==> src/design/gcc_pkg.sv <==
// ---------------------------------------------------------------------------
// gcc_pkg
// Types and constants shared by the connected components block.
// ---------------------------------------------------------------------------
`timescale 1ns / 1ps

package gcc_pkg;

  localparam int unsigned NumVert  = 64;
  localparam int unsigned VertW    = $clog2(NumVert);
  localparam int unsigned CntW     = VertW + 1;
  localparam int unsigned EdgeW    = 12;
  localparam int unsigned ReqW     = 2;

  typedef enum logic [ReqW-1:0] {
    REQ_INSERT = 2'd0,
    REQ_REMOVE = 2'd1,
    REQ_COUNT  = 2'd2
  } req_type_e;

  typedef enum logic [3:0] {
    S_IDLE,
    S_EDGE_A,
    S_EDGE_B,
    S_SCAN,
    S_ROW,
    S_PUSH,
    S_POP,
    S_TOP
  } gcc_state_e;

  typedef struct packed {
    logic [ReqW-1:0]  req_type;
    logic [VertW-1:0] vertex_a;
    logic [VertW-1:0] vertex_b;
  } gcc_req_t;

  typedef struct packed {
    logic             status;
    logic [CntW-1:0]  component_count;
    logic [EdgeW-1:0] edge_count;
  } gcc_res_t;

  // Row memory port: one write and one read address per cycle
  typedef struct packed {
    logic               we;
    logic [VertW-1:0]   waddr;
    logic [NumVert-1:0] wdata;
    logic [VertW-1:0]   raddr;
  } gcc_row_req_t;

endpackage

==> src/design/gcc_adj_mem.sv <==
// ---------------------------------------------------------------------------
// gcc_adj_mem
// Adjacency row memory with per-row valid bits; an unwritten row reads zero.
// ---------------------------------------------------------------------------
`timescale 1ns / 1ps

module gcc_adj_mem
  import gcc_pkg::*;
(
  input  logic               clk_i,
  input  logic               rst_ni,
  input  gcc_row_req_t       req_i,
  output logic [NumVert-1:0] rdata_o
);

  logic [NumVert-1:0] mem [NumVert];
  logic [NumVert-1:0] rdata_q;
  logic [NumVert-1:0] row_valid_q;
  logic               rd_valid_q;

  always_ff @(posedge clk_i) begin
    if (req_i.we) begin
      mem[req_i.waddr] <= req_i.wdata;
    end
    rdata_q <= mem[req_i.raddr];
  end

  always_ff @(posedge clk_i or negedge rst_ni) begin
    if (!rst_ni) begin
      row_valid_q <= '0;
      rd_valid_q  <= 1'b0;
    end else begin
      if (req_i.we) begin
        row_valid_q[req_i.waddr] <= 1'b1;
      end
      rd_valid_q <= row_valid_q[req_i.raddr];
    end
  end

  assign rdata_o = rd_valid_q ? rdata_q : '0;

endmodule

==> config.mk <==
export PLATFORM = sky130hd
export DESIGN_NAME = gcc_adj_mem
export DESIGN_NICKNAME = d
export VERILOG_FILES = /design/src/design/gcc_pkg.sv /design/src/design/gcc_adj_mem.sv
export SDC_FILE = /design/constraint.sdc
export NUM_CORES = 2
export LEC_CHECK = 0
export BUFFER_PORTS_ARGS = -buffer_cell sky130_fd_sc_hd__buf_2
export CAP_MARGIN = 15
export CORE_UTILIZATION = 60
export DETAILED_ROUTE_END_ITERATION = 12
export PLACE_DENSITY = 0.76
export SYNTH_ARGS = -nofsm -noshare
export SYNTH_HDL_FRONTEND = slang
export SYNTH_SLANG_ARGS = --single-unit
==> constraint.sdc <==
create_clock -name clk_i -period 2.4 [get_ports clk_i]
set_clock_uncertainty 0.1 [all_clocks]
set_input_delay 0.36 -clock clk_i [delete_from_list [all_inputs] [get_ports clk_i]]
set_output_delay 0.36 -clock clk_i [all_outputs]
set_load 0.005 [all_outputs]
Word-level counts from Yosys, hierarchy flattened:

Memories as Yosys holds them, arrays and structs flattened. A register that Yosys moved wholly into a read port is not among the register bits.
Index checks and enable logic that the tools add are counted.

* bits of input ports: 79
* logic and storage cells: 15
* bits in writable memories: 4096
* latch bits: 0
* bits in read-only memories: 0
* memories: 1
* output and inout port bits: 64
* register bits after elaboration: 65

* eq/ne operators: 0
* order comparisons: 3
* div/mod/pow operators: 0
* $add $sub $neg: 0
* shift operators: 0
* $mul: 0
* reductions and logical operators: 1
* bitwise logic cells: 1
* multiplexer cells: 7

Memory list
* mem: words 64, width 64, rd ports 1, clocked after Yosys merged registers in 1, wr ports 1, RTL line gcc_adj_mem.sv:16 `logic [NumVert-1:0] mem [NumVert];`

Operator list (number)
* two-way mux 64 bit: 1
* OR 64 bit: 1
* < comparator 6 x 7 -> 1 bit, second input constant: 2
* binary-select mux 1 bit (select 6 bit): 1
* demux 1 bit (select 6 bit): 1
* >= comparator 6 x 1 -> 1 bit, second input constant: 1
* two-way mux 1 bit: 4
* logical AND 1 bit: 1

Longest topological paths before layout:

* depth after elaboration: 5
* gate-level depth with buffers: 9
* depth with buffers taken out: 5

Worst setup path after synthesis:

No wires, ideal clock.

* path kind: input -> register
* start: input port req_i[73] (netlist name)
* end: register row_valid_q[48]
* slack: -3.688 ns
* arrival: 5.896 ns
* setup time: 0.092 ns
* stages on the path: 5
* buffers on the path: 1
* required time: 2.208 ns
* path through: clkbuf_1 -> nand4b_1 -> or2_2 -> nor3_1 -> or2_2

* word-level cells in the longest chain between the ends: 5
* elaborated cells on any way between the ends: 6
* classes of those cells: order compare: 2; mux: 2; bitwise: 1; reduce/logical: 1

Ends and longest elaborated chain
* from (decl): RTL line gcc_adj_mem.sv:12 `input gcc_row_req_t req_i,`
* < comparator 6 x 7 -> 1 bit (implied by the code) / >= comparator 6 x 1 -> 1 bit (equally long branches): RTL line gcc_adj_mem.sv:34 `row_valid_q[req_i.waddr] <= 1'b1;`
* logical AND 1 bit (implied by the code): RTL line gcc_adj_mem.sv:34
* two-way mux 1 bit (implied by the code): RTL line gcc_adj_mem.sv:34
* demux 1 bit (select 6 bit) *: RTL line gcc_adj_mem.sv:34
* OR 64 bit (no line) *
* to (signal assigned): RTL line gcc_adj_mem.sv:30 `row_valid_q <= '0;`
* to (signal, indexed assignment): RTL line gcc_adj_mem.sv:34
* to (decl): RTL line gcc_adj_mem.sv:18 `logic [NumVert-1:0] row_valid_q;`

Mark *: on every way between the ends. The rest lies on a longest branch, timed or not.
A chain may end at the register's enable or synchronous reset.

Worst setup path after layout:

* start: register rd_valid_q
* end: output port rdata_o[12]

* word-level cells in the longest chain between the ends: 1

Ends and longest elaborated chain
* from (decl): RTL line gcc_adj_mem.sv:19 `logic rd_valid_q;`
* from (signal assigned): RTL line gcc_adj_mem.sv:36 `rd_valid_q <= row_valid_q[req_i.raddr];`
* two-way mux 64 bit: RTL line gcc_adj_mem.sv:40 `assign rdata_o = rd_valid_q ? rdata_q : '0;`
* to (decl): RTL line gcc_adj_mem.sv:13 `output logic [NumVert-1:0] rdata_o`

Every way passes these cells.

==> impl_metrics.py <==
metrics = {
    "outcome": {
        "status": "finished, violations left",
        "violations": "setup timing",
    },
    "layout": {
        "drive_above_1_share_pct": 34.04,
        "nNetsFinal": 7851,
        "area_delta_synth_final_pct": 17.68,
        "fillers": 14130,
        "final_core_util_pct": 71.06,
    },
    "job": {
        "drv_cap": 0,
    },
    "floorplan": {
        "std_cell_rows": 188,
        "die_h_um": 516.2,
        "ios": 143,
        "core_um2": 262700,
        "die_w_um": 516.2,
        "dieArea_um2": 266500,
        "start_util_pct": 60.38,
    },
    "placement": {
        "gp_congestion": 0.8708,
        "hpwl_um": 255600,
        "numPortBuffers": 142,
    },
    "yosys": {
        "syn_inst": 6749,
        "synth_seq_cells": 4225,
        "synth_area_um2": 158600,
        "syn_avg_cell_area_um2": 23.51,
        "ys_types": 32,
        "synth-xor-area-share_pct": 0,
        "netlist.area_leader.share_pct": 77.53,
        "synth_top_family_by_area": "multiplexers",
        "synth-simple-area-share_pct": 1.444,
        "ys_top_cells_by_area": "edfxtp_1 78%, mux4_2 15%, a22oi_1 1.2%",
        "yosysTopAreaCell": "edfxtp_1",
        "synth_mux_area_share_pct": 15.32,
        "yosysSeqAreaShare_pct": 79.36,
        "synth_fa_ha_area_share_pct": 0,
        "syn_nets": 6828,
        "synth_compound_area_share_pct": 2.648,
        "yosysWarnings": 0,
    },
    "clock_network": {
        "clk_pin_slew_ns": 0.06,
        "root_buffer": "clkbuf_16",
        "cts-buffers-inserted": 407,
        "clkSinkCount": 4225,
        "htree_levels": 5,
        "cts_tree": "built",
        "clockBufferDepth": 4,
        "clkLatencyLatePin_ns": 0.93,
    },
    "route": {
        "wl_per_cell_um": 38.43,
        "vias": 82560,
        "wirelength_um": 447300,
        "drtAntennaViolNets": 0,
        "via_per_inst": 7.093,
        "drc_errors": 0,
        "dr.pass1.iters": 8,
        "drt_iter0_drc": 13310,
    },
    "worst_setup_path": {
        "crit_slowest_cell": "dfrtp_4",
        "cp-end-kind": "output pin",
        "start_kind": "flop",
        "crit_fanout": 12,
        "worstPathCellList": "buf_12 -> buf_12 -> and2_1 -> buf_2",
        "slowest_delay_ns": 0.51,
        "worstPathRequired_ns": 1.94,
        "crit_top_cell": "buf_12",
        "criticalPathCategory": "flop to output pin",
        "arrival_ns": 2.10,
    },
    "power": {
        "power_density_nw_per_um2": 826.3,
        "p_leak_uw": 0.05993,
        "ir_drop_v": 0.0007195,
    },
    "timing": {
        "setup_slack_ns": -0.1559,
        "fin_crit_sh_pct": 106.5,
        "rsz0062_at_grt": "yes",
        "worstMarginPinSlew_ns": 1.192,
        "slew_violations": 0,
        "tns_ns": -7.677,
        "setup_viol": 63,
        "fmax_mhz": 391.3,
        "hold_violations": 0,
        "slew_headroom_pct": 20.56,
        "period_needed_ns": 2.556,
    },
    "grt": {
        "grt_max_degree": 69,
        "grt-ovfl-total": 0,
        "grtUsageTotal_pct": 33.90,
        "grt_first_pass_wirelength_um": 625200,
        "grt_pass1_vias": 84930,
        "antenna_found_initial": 30,
    },
    "min_path": {
        "hp-class": "primary input to flop",
    },
}
[kinds of logic after synthesis]
group,Yosys count
AOI/OAI and AO/OA,585
muxes,1128
buffers and inverters,392
and+or+nand+nor,419
DFF,4225
[per-stage QoR]
step	instances	instance area, um2	worst slack, ns	hold slack, ns	total power [uW]
after detailed placement	10830	172800	-0.5165	0.2771	91750
after global placement	10830	172800	-0.4938	0.2628	91450
after floorplan	6749	159200	-0.7104	-0.03559	87630
after CTS	11620	186600	-0.1886	0.005542	154300
final	11640	186700	-0.1559	0.04731	154300
after global routing	11630	186700	-0.1847	0.03963	157300
[final timing paths]
| path | start | to | slack (ns) | cells after the start |
|---|---|---|---|---|
| worst max-delay path | rd_valid_q$_DFF_PN0_ | rdata_o[12] | -0.16 | 4 |
| worst min-delay path | req_i[4] | rd_valid_q$_DFF_PN0_ | 0.05 | 4 |
| worst max register to register | mem[33][48]$_DFFE_PP_ | rdata_q[48]$_DFF_P_ | 0.25 | 7 |
| worst min register to register | row_valid_q[46]$_DFFE_PN0P_ | row_valid_q[46]$_DFFE_PN0P_ | 0.37 | 1 |
| max in group asynchronous | rst_ni | row_valid_q[38]$_DFFE_PN0P_ | 0.96 | 4 |
| min in group asynchronous | rst_ni | row_valid_q[8]$_DFFE_PN0P_ | 0.62 | 3 |
[cell usage after synthesis]
| master | instances |
|---|---|
| a211o_1 | 16 |
| a211oi_1 | 49 |
| a22oi_1 | 260 |
| a31oi_1 | 24 |
| and2_1 | 67 |
| and3_1 | 41 |
| buf_1 | 33 |
| buf_2 | 90 |
| buf_4 | 51 |
| buf_6 | 22 |
| clkbuf_1 | 195 |
| dfrtp_1 | 65 |
| dfxtp_1 | 64 |
| edfxtp_1 | 4096 |
| inv_1 | 1 |
| mux2i_1 | 88 |
| mux4_2 | 1040 |
| nand2_1 | 12 |
| nand2b_1 | 9 |
| nand3_1 | 111 |
| nand3b_1 | 3 |
| nand4_1 | 1 |
| nand4b_1 | 1 |
| nor2_1 | 68 |
| nor2b_1 | 32 |
| nor3_1 | 2 |
| o21ai_0 | 40 |
| o221ai_1 | 66 |
| o22ai_1 | 130 |
| or2_2 | 67 |
| or3_1 | 3 |
| or3b_2 | 2 |
[placed cells by master (no fill, tap or decap), types with 40 or more instances in the layout]
cell type	count
edfxtp_1	4096
buf_12	347
or2_2	66
dfxtp_1	64
clkbuf_16	413
clkinv_2	67
buf_4	472
a22oi_1	260
nand3_1	109
a211oi_1	49
mux2i_1	88
nor2_4	64
dlygate4sd3_1	43
o22ai_1	130
buf_2	119
and3_1	41
o221ai_1	66
o21ai_0	40
mux4_2	1040
dfrtp_1	64
clkinv_1	75
clkbuf_1	91
[per-layer routing]
layer / vias up / GRT usage, % / wire [um]
li1: 31190 / - / -
met1: 42860 / 43.75 / 146300
met2: 7121 / 54.84 / 218800
met3: 1358 / 7.279 / 55950
met4: 22 / 17.77 / 26090
met5: - / 0 / 141
[state kept, by name (all words and copies together), names as in the netlist]
register,cells
row_valid_q,64
mem,4096
rd_valid_q,1
rdata_q,64
[repair_timing]
action | 4_1_cts | 5_1_grt
gates resized for setup | 49 | 16
setup buffers | 6 | 2
hold endpoints to repair | 1744 | 0
setup endpoints to repair | 64 | 84
hold buffers | 44 | 0
[critical path: cells and delay by family, from the launching register on]
family	cells	cell delay, ns
flip-flops	1	0.51
AND/OR/NAND/NOR	1	0.15
buffers and inverters	3	0.47
[report_power, final]
part,leakage [uW],switching (uW),internal [uW]
Sequential,0.0382,504,81700
Combinational,0.0154,4810,3710
Clock,0.00636,27600,35900
[layout make-up]
type	count	area [um2]	share of cell area, %
Timing Repair Buffer	1005	11790	6.317
Inverter	1	3.754	0.002011
Tap cell	3515	4398	2.356
Multi-Input combinational cell	2132	31460	16.85
Clock buffer	520	10900	5.837
Sequential cell	4225	125900	67.44
Clock inverter	222	2193	1.175
Antenna cell	19	47.55	0.02547
No activity file was read; power rests on OpenSTA's default activity.
